[config.mk]
export PLATFORM = sky130hd
export DESIGN_NAME = decimal_string_to_int64_flat
export DESIGN_NICKNAME = d
export VERILOG_FILES = /design/src/hw/rtl/dsi_pkg.sv /design/src/hw/rtl/dsi_if.sv /design/src/hw/rtl/dsi_char_step.sv /design/src/hw/rtl/dsi_format.sv /design/src/hw/rtl/decimal_string_to_int64.sv /design/src/flat_wrapper.sv
export SDC_FILE = /design/constraint.sdc
export NUM_CORES = 1
export LEC_CHECK = 0
export BUFFER_PORTS_ARGS = -buffer_cell sky130_fd_sc_hd__buf_2
export CELL_PAD_IN_SITES_DETAIL_PLACEMENT = 2
export CELL_PAD_IN_SITES_GLOBAL_PLACEMENT = 2
export CORE_MARGIN = 2
export CORE_UTILIZATION = 42
export DETAILED_ROUTE_END_ITERATION = 12
export PLACE_DENSITY = 0.95
export SLEW_MARGIN = 30
export SYNTH_ARGS = -nofsm -noshare
export SYNTH_HDL_FRONTEND = slang
export SYNTH_SLANG_ARGS = --single-unit
[constraint.sdc]
create_clock -name clock -period 8.92 [get_ports clock]
set_input_delay 0.446 -clock clock [delete_from_list [all_inputs] [get_ports clock]]
set_output_delay 0.446 -clock clock [all_outputs]
set_load 0.05 [all_outputs]
[src/hw/rtl/dsi_pkg.sv]
`timescale 1ns / 1ps
// dsi_pkg: shared types, phase codes and constants for the decimal string
// to int64 parser. No dependencies.
package dsi_pkg;

   localparam int CharWidth  = 8;
   localparam int ValueWidth = 64;
   localparam int PhaseWidth = 3;

   localparam logic [PhaseWidth-1:0] PH_LEAD   = 3'd0;
   localparam logic [PhaseWidth-1:0] PH_SIGN   = 3'd1;
   localparam logic [PhaseWidth-1:0] PH_DIGITS = 3'd2;
   localparam logic [PhaseWidth-1:0] PH_TRAIL  = 3'd3;
   localparam logic [PhaseWidth-1:0] PH_BAD    = 3'd4;

   localparam logic [ValueWidth-1:0] MAG_LIMIT = 64'h8000_0000_0000_0000;

   localparam logic [CharWidth-1:0] CH_SPACE = 8'h20;
   localparam logic [CharWidth-1:0] CH_TAB   = 8'h09;
   localparam logic [CharWidth-1:0] CH_CR    = 8'h0D;
   localparam logic [CharWidth-1:0] CH_PLUS  = 8'h2B;
   localparam logic [CharWidth-1:0] CH_MINUS = 8'h2D;
   localparam logic [CharWidth-1:0] CH_ZERO  = 8'h30;
   localparam logic [CharWidth-1:0] CH_NINE  = 8'h39;

   // running parse state; mag_neg tracks the two's complement of mag
   typedef struct packed {
      logic [PhaseWidth-1:0] phase;
      logic [ValueWidth-1:0] mag;
      logic [ValueWidth-1:0] mag_neg;
      logic                  negative;
      logic                  overflow;
      logic                  missing;
      logic                  any_char;
   } parse_state_type;

   localparam parse_state_type STATE_RESET = '{
      phase:    PH_LEAD,
      mag:      '0,
      mag_neg:  '0,
      negative: 1'b0,
      overflow: 1'b0,
      missing:  1'b0,
      any_char: 1'b0
   };

endpackage

[src/hw/rtl/dsi_if.sv]
`timescale 1ns / 1ps
// dsi_req_if / dsi_rsp_if: valid/ready channels for character words in and
// parsed results out. Depends on dsi_pkg.
interface dsi_req_if;
   logic                           valid;
   logic                           ready;
   logic [dsi_pkg::CharWidth-1:0]  char_byte;
   logic                           has_char;
   logic                           end_of_string;
   logic                           missing_string;

   modport source (output valid, char_byte, has_char, end_of_string, missing_string,
                   input ready);
   modport sink   (input valid, char_byte, has_char, end_of_string, missing_string,
                   output ready);
endinterface

interface dsi_rsp_if;
   logic                                valid;
   logic                                ready;
   logic signed [dsi_pkg::ValueWidth-1:0] value;
   logic                                is_na;

   modport source (output valid, value, is_na, input ready);
   modport sink   (input valid, value, is_na, output ready);
endinterface

[src/hw/rtl/dsi_char_step.sv]
`timescale 1ns / 1ps
// dsi_char_step: next parse state from the current state and one character
// word. Combinational. Depends on dsi_pkg.
module dsi_char_step (
   input  dsi_pkg::parse_state_type        state,
   input  logic [dsi_pkg::CharWidth-1:0]   char_byte,
   input  logic                            has_char,
   input  logic                            missing_string,
   output dsi_pkg::parse_state_type        state_next
);
   import dsi_pkg::*;

   logic                   is_ws;
   logic                   is_digit;
   logic                   is_sign;
   logic [3:0]             digit;
   logic [ValueWidth+3:0]  mag_times_ten;
   logic [ValueWidth-1:0]  neg_times_ten;
   logic                   digit_ovf;
   parse_state_type        after_digit;

   assign is_ws    = (char_byte == CH_SPACE) || (char_byte >= CH_TAB && char_byte <= CH_CR);
   assign is_digit = (char_byte >= CH_ZERO) && (char_byte <= CH_NINE);
   assign is_sign  = (char_byte == CH_PLUS) || (char_byte == CH_MINUS);
   assign digit    = 4'(char_byte - CH_ZERO);

   // mag * 10 + d, with headroom to detect going past 2^63
   assign mag_times_ten = ({4'b0, state.mag} << 3) + ({4'b0, state.mag} << 1)
                        + {{ValueWidth{1'b0}}, digit};
   assign neg_times_ten = (state.mag_neg << 3) + (state.mag_neg << 1)
                        - {{(ValueWidth-4){1'b0}}, digit};
   assign digit_ovf     = mag_times_ten > {4'b0, MAG_LIMIT};

   always_comb begin
      after_digit = state;
      after_digit.phase = PH_DIGITS;
      if (!state.overflow) begin
         if (digit_ovf) begin
            after_digit.overflow = 1'b1;
            after_digit.mag      = MAG_LIMIT;
            after_digit.mag_neg  = MAG_LIMIT;
         end else begin
            after_digit.mag     = mag_times_ten[ValueWidth-1:0];
            after_digit.mag_neg = neg_times_ten;
         end
      end
   end

   always_comb begin
      state_next = state;
      if (missing_string) begin
         state_next.missing = 1'b1;
      end
      if (has_char) begin
         state_next.any_char = 1'b1;
         case (state.phase)
            PH_LEAD: begin
               if (is_ws) begin
                  state_next.phase = PH_LEAD;
               end else if (is_sign) begin
                  state_next.phase    = PH_SIGN;
                  state_next.negative = (char_byte == CH_MINUS);
               end else if (is_digit) begin
                  state_next.phase    = after_digit.phase;
                  state_next.mag      = after_digit.mag;
                  state_next.mag_neg  = after_digit.mag_neg;
                  state_next.overflow = after_digit.overflow;
               end else begin
                  state_next.phase = PH_BAD;
               end
            end
            PH_SIGN, PH_DIGITS: begin
               if (is_digit) begin
                  state_next.phase    = after_digit.phase;
                  state_next.mag      = after_digit.mag;
                  state_next.mag_neg  = after_digit.mag_neg;
                  state_next.overflow = after_digit.overflow;
               end else if (state.phase == PH_DIGITS && is_ws) begin
                  state_next.phase = PH_TRAIL;
               end else begin
                  state_next.phase = PH_BAD;
               end
            end
            PH_TRAIL: begin
               if (!is_ws) begin
                  state_next.phase = PH_BAD;
               end
            end
            default: begin
               state_next.phase = PH_BAD;
            end
         endcase
      end
   end

endmodule

[src/hw/rtl/dsi_format.sv]
`timescale 1ns / 1ps
// dsi_format: turns the final parse state of a string into value and NA flag.
// Combinational. Depends on dsi_pkg.
module dsi_format (
   input  dsi_pkg::parse_state_type              state,
   output logic signed [dsi_pkg::ValueWidth-1:0] value,
   output logic                                  is_na
);
   import dsi_pkg::*;

   logic phase_ok;

   assign phase_ok = (state.phase == PH_DIGITS) || (state.phase == PH_TRAIL);

   always_comb begin
      is_na = 1'b0;
      value = '0;
      if (state.missing) begin
         is_na = 1'b1;
      end else if (!state.any_char) begin
         is_na = 1'b0;
      end else if (!phase_ok || state.overflow) begin
         is_na = 1'b1;
      end else if (state.negative) begin
         value = signed'(state.mag_neg);
      end else if (state.mag[ValueWidth-1]) begin
         is_na = 1'b1;
      end else begin
         value = signed'(state.mag);
      end
      if (is_na) begin
         value = signed'(MAG_LIMIT);
      end
   end

endmodule

[src/hw/rtl/decimal_string_to_int64.sv]
`timescale 1ns / 1ps
// Depends on dsi_pkg, dsi_if, dsi_char_step, dsi_format. Throughput: one
// character word per cycle; an end word waits in the input register while
// the previous result is still held in the output register.
// Reset (synchronous, active high): channels empty, parse state back to
// leading whitespace with a zero magnitude.
module decimal_string_to_int64 (
   input  logic       clock,
   input  logic       reset,
   dsi_req_if.sink    req_chan,
   dsi_rsp_if.source  rsp_chan
);
   import dsi_pkg::*;

   logic                  in_valid_ff, in_valid_in;
   logic [CharWidth-1:0]  in_char_ff;
   logic                  in_has_ff;
   logic                  in_end_ff;
   logic                  in_miss_ff;

   parse_state_type       state_ff, state_in, step_next;

   logic                  out_valid_ff, out_valid_in;
   logic signed [ValueWidth-1:0] out_value_ff;
   logic                  out_na_ff;
   logic signed [ValueWidth-1:0] fmt_value;
   logic                  fmt_na;

   logic                  stall;
   logic                  advance;
   logic                  accept;

   assign stall   = out_valid_ff && !rsp_chan.ready;
   assign advance = in_valid_ff && !(in_end_ff && stall);
   assign req_chan.ready = !in_valid_ff || advance;
   assign accept  = req_chan.valid && req_chan.ready;

   dsi_char_step u_step (
      .state          (state_ff),
      .char_byte      (in_char_ff),
      .has_char       (in_has_ff),
      .missing_string (in_miss_ff),
      .state_next     (step_next)
   );

   dsi_format u_format (
      .state (step_next),
      .value (fmt_value),
      .is_na (fmt_na)
   );

   always_comb begin
      in_valid_in = req_chan.ready ? req_chan.valid : in_valid_ff;
      state_in    = state_ff;
      if (advance) begin
         state_in = in_end_ff ? STATE_RESET : step_next;
      end
      out_valid_in = out_valid_ff;
      if (advance && in_end_ff) begin
         out_valid_in = 1'b1;
      end else if (rsp_chan.ready) begin
         out_valid_in = 1'b0;
      end
   end

   always_ff @(posedge clock) begin
      if (reset) begin
         in_valid_ff  <= 1'b0;
         out_valid_ff <= 1'b0;
         state_ff     <= STATE_RESET;
      end else begin
         in_valid_ff  <= in_valid_in;
         out_valid_ff <= out_valid_in;
         state_ff     <= state_in;
      end
   end

   always_ff @(posedge clock) begin
      if (accept) begin
         in_char_ff <= req_chan.char_byte;
         in_has_ff  <= req_chan.has_char;
         in_end_ff  <= req_chan.end_of_string;
         in_miss_ff <= req_chan.missing_string;
      end
      if (advance && in_end_ff) begin
         out_value_ff <= fmt_value;
         out_na_ff    <= fmt_na;
      end
   end

   assign rsp_chan.valid = out_valid_ff;
   assign rsp_chan.value = out_value_ff;
   assign rsp_chan.is_na = out_na_ff;

endmodule

[src/flat_wrapper.sv]
// flat-port wrapper written by rule: the top's interface ports become plain ports
module decimal_string_to_int64_flat import dsi_pkg::*;
  (clock, reset, req_chan_valid, req_chan_char_byte, req_chan_has_char, req_chan_end_of_string, req_chan_missing_string, req_chan_ready, rsp_chan_valid, rsp_chan_value, rsp_chan_is_na, rsp_chan_ready);
  dsi_req_if req_chan_i ();
  dsi_rsp_if rsp_chan_i ();
  input  logic clock;
  input  logic reset;
  input wire logic [$bits(req_chan_i.valid)-1:0] req_chan_valid;
  input wire logic [$bits(req_chan_i.char_byte)-1:0] req_chan_char_byte;
  input wire logic [$bits(req_chan_i.has_char)-1:0] req_chan_has_char;
  input wire logic [$bits(req_chan_i.end_of_string)-1:0] req_chan_end_of_string;
  input wire logic [$bits(req_chan_i.missing_string)-1:0] req_chan_missing_string;
  output wire logic [$bits(req_chan_i.ready)-1:0] req_chan_ready;
  output wire logic [$bits(rsp_chan_i.valid)-1:0] rsp_chan_valid;
  output wire logic [$bits(rsp_chan_i.value)-1:0] rsp_chan_value;
  output wire logic [$bits(rsp_chan_i.is_na)-1:0] rsp_chan_is_na;
  input wire logic [$bits(rsp_chan_i.ready)-1:0] rsp_chan_ready;
  assign req_chan_i.valid = req_chan_valid;
  assign req_chan_i.char_byte = req_chan_char_byte;
  assign req_chan_i.has_char = req_chan_has_char;
  assign req_chan_i.end_of_string = req_chan_end_of_string;
  assign req_chan_i.missing_string = req_chan_missing_string;
  assign req_chan_ready = req_chan_i.ready;
  assign rsp_chan_valid = rsp_chan_i.valid;
  assign rsp_chan_value = rsp_chan_i.value;
  assign rsp_chan_is_na = rsp_chan_i.is_na;
  assign rsp_chan_i.ready = rsp_chan_ready;
  decimal_string_to_int64 u_core (.clock(clock), .reset(reset), .req_chan(req_chan_i), .rsp_chan(rsp_chan_i));
endmodule
==> summary.txt <==
Synth
  – Largest cells by area after synthesis: ha_1 (15%), dfxtp_1 (13%), edfxtp_1 (11%)
  – Ys async rst share: 0%
  – Post-synthesis mux area share: 0.3018%
  – Yosys top cell area share: ~15%
  – Mean Syn Cell Area: between 7 and 8 um^2
  – Post-synthesis compound-gate area fraction: a little under a third
  – Area leader, netlist: ha_1
  – Synth Area in Adders: 15.48%
  – Cells after synthesis: ~2600
  – XOR/XNOR Fraction of Synth Area: 4.267%
  – Syn nets: between 2000 and 3000
  – EDFF count, synth: 76
  – Cell Area, Synth: 20730 um^2
  – Most frequent cell after synthesis: a21oi_1
  – Top FF cell, synth: dfxtp_1
  – Largest family of logic cells by synthesized area: compound AO/OA/AOI/OAI gates
  – Most frequent cells after synthesis: a21oi_1 (270), ha_1 (250), inv_1 (235)
  – Post-synthesis simple-gate area fraction: about 17%
  – Flops & latches, synth: 213
  – Post-synth cell types: 95
  – Sequential fraction of the synthesis area: around 24%
  – Synthesis Warnings: 0

STA
  – Fin. max-slew vios: 0
  – Tcrit/Tclk final: a little under nine tenths
  – Setup TNS: 0 ns
  – Final setup viols: 0
  – Setup ws final: 1.294 ns
  – Unrepaired setup endpoints after global routing: no
  – Slew margin rel.: a little under a quarter
  – Measured slew at the worst slew-check pin: 1.144 ns
  – Hold Vio Cnt, Final: 0
  – Period minus WS final: 7.626 ns
  – FMAX: 131.1 MHz
  – Clock Skew: 0.02052 ns

Clocking
  – CTS tree: done
  – Worst skew pair latency: 0.57 ns
  – Post-CTS sizing: 0
  – CTS Hold Buffers Added: 0
  – CTS HTree Levels: 1
  – Clock buffer depth: 3
  – Post-CTS Setup Bufs: 0
  – TritonCTS Buffers: 24
  – TritonCTS Sinks: 213
  – Worst-path clk slew: 0.07 ns
  – Root Driver: clkbuf_16

Placed design
  – I/O Buffers: 81
  – Placed instance count: 3270
  – HPWL Detailed: 81360 um
  – Pre-CTS setup slack: 1.741 ns
  – Routability cong.: roughly 0.98

Drt
  – Final ANT Viol Nets: 0
  – Drt total wl: roughly 120000 um
  – DR DRC count: 0
  – Drt initial violations: 3015
  – Vias after detailed routing: 23860
  – WL per Instance: 34.94 um
  – First drt pass iteration count: 6
  – Via density: 7.197

Run status
  – Outcome: finished clean

Global route
  – Met2 global-route usage: around 72%
  – Vias in the first global route: 25540
  – Total global-route track usage: 44.68%
  – Most used routing layer: met2
  – First-pass GRT wire length: 172100 um
  – Initial antenna violation count: 4
  – Met3 Use GR: ~9.9%
  – GRT overflow: 0
  – Largest net degree at the start of global routing: 87
  – Met1 Use GR: 53.66%

Floorplanning
  – Ports: 82
  – Cell row count: 81
  – Die area: around 50000 um^2
  – Placeable Area: around 49000 um^2
  – Initial Util: between 40% and 50%
  – Die width: 226.2 um
  – Die Ht: 226.2 um

Final layout
  – Area growth, synth to finish: 8.824%
  – Non-filler cells, final: about 3300
  – Post-layout nets: around 2900
  – Layout cells sized above 1: a little over 8%

Pwr
  – Clk pwr share: 44.2%
  – Internal Pwr Total: ~1700 uW
  – Power Density: approximately 110 nW/um^2
  – LEAKAGE: 0.009751 uW
  – Combinational fraction of design power: 14.8%
  – Worst vdd ir: 0.09991 mV
  – Reg power frac: about two fifths
  – Net Sw Power: 804.7 uW
  – Sw Share: between 30% and 40%

Worst setup path
  – Start of the worst register-to-register path: u_core.in_char_ff[3]
  – Crit path required time: 9.34 ns
  – Sum of buffers and inverters on the critical path: 2
  – Worst Setup SP: u_core.in_char_ff[3]
  – Crit-path slowest cell: o2bb2ai_1
  – CP Capture Type: register
  – Critical Path Max Stage Delay: 0.72 ns
  – Crit Path Max Fanout: 26
  – Worst path arrival time: 8.05 ns
  – Nature of the critical path startpoint: register
  – CP top delay family: compound AO/OA/AOI/OAI gates
  – CP Class: register to register
  – Worst-path cell chain: fa_1 -> inv_1 -> fa_1 -> nand2b_1 -> a21oi_1 -> o31ai_4 -> o31ai_4 -> o21ai_1 -> mux2i_1 -> o22ai_1 -> nor4b_1 -> nand4_1 -> o21a_1 -> nor3_4 -> buf_4 -> nand2_1 -> o2bb2ai_1 -> a22o_1

Flow run
  – Max_cap viols: 0

Worst hold path
  – Min-delay src: req_chan_char_byte[1]
  – Hold WC Path Type: primary input to register
[power by group through the flow]
stage / Clock [uW] / Combinational, uW / Sequential (uW)
after floorplan: 0 / 189 / 1070
after global placement: 0 / 304 / 1050
after detailed placement: 0 / 331 / 1050
after CTS: 1090 / 352 / 1030
after global routing: 1120 / 376 / 1030
final: 1110 / 370 / 1030
[area by class of cell]
type                    instances  area [um^2]
fillers                      5490        26290
multi-input cells            2053        14380
flip-flops and latches        213         5025
inverters                     235        882.1
well taps                     664        830.8
clock buffers                  31        700.7
repair buffers                105        621.8
clock inverters                13        118.9
diodes                          1        2.502
[path summary, 6_finish.rpt]
check | endpoint | slack (ns) | cells after the start
setup / recovery | u_core.rsp_chan.value[17] | 1.29 | 18
hold / removal | u_core.in_char_ff[1] | 0.06 | 1
setup reg to reg | u_core.rsp_chan.value[17] | 1.29 | 18
hold reg to reg | u_core.state_ff[32] | 0.51 | 1
[registers in the layout (all words and copies together) (netlist names)]
register	flops
u_core.state_ff	135
u_core.rsp_chan.value	64
u_core.in_char_ff	8
u_core.in_end_ff	1
u_core.in_has_ff	1
u_core.in_miss_ff	1
u_core.in_valid_ff	1
u_core.rsp_chan.is_na	1
u_core.rsp_chan.valid	1
[kinds of logic after synthesis]
logic type | count (synthesis)
compound gates | 976
xor+xnor | 101
fa+ha+maj | 254
buf+inv | 370
flops | 213
mux | 6
simple gates | 716
[metrics by stage]
step           power [uW]  hold WS, ns  utilization, %  area (um^2)
3_5_place_dp         1382       0.4727           44.48        21730
3_3_place_gp         1353       0.4412           44.38        21680
5_1_grt              2530      0.06194           46.18        22560
2_1_floorplan        1258       0.4319               -        20730
6_report             2508      0.06214           46.18        22560
4_1_cts              2470      0.06068           46.15        22550
[cells in the final DEF (no fill, tap or decap), types with 59 or more instances in the layout]
cell / n
edfxtp_1: 76
o21ai_0: 152
a22o_1: 133
inv_1: 235
nor2_1: 205
ha_1: 250
nand2_1: 199
nand3_1: 59
xnor2_1: 62
dfxtp_1: 137
buf_2: 81
a21oi_1: 269
[layer usage]
metal	wire, um	part of all wire (%)
met2	52420	45
met1	44330	38
met5	9	0.0078
met3	10740	9.3
met4	8313	7.2
(Power assumes the default switching activity.)
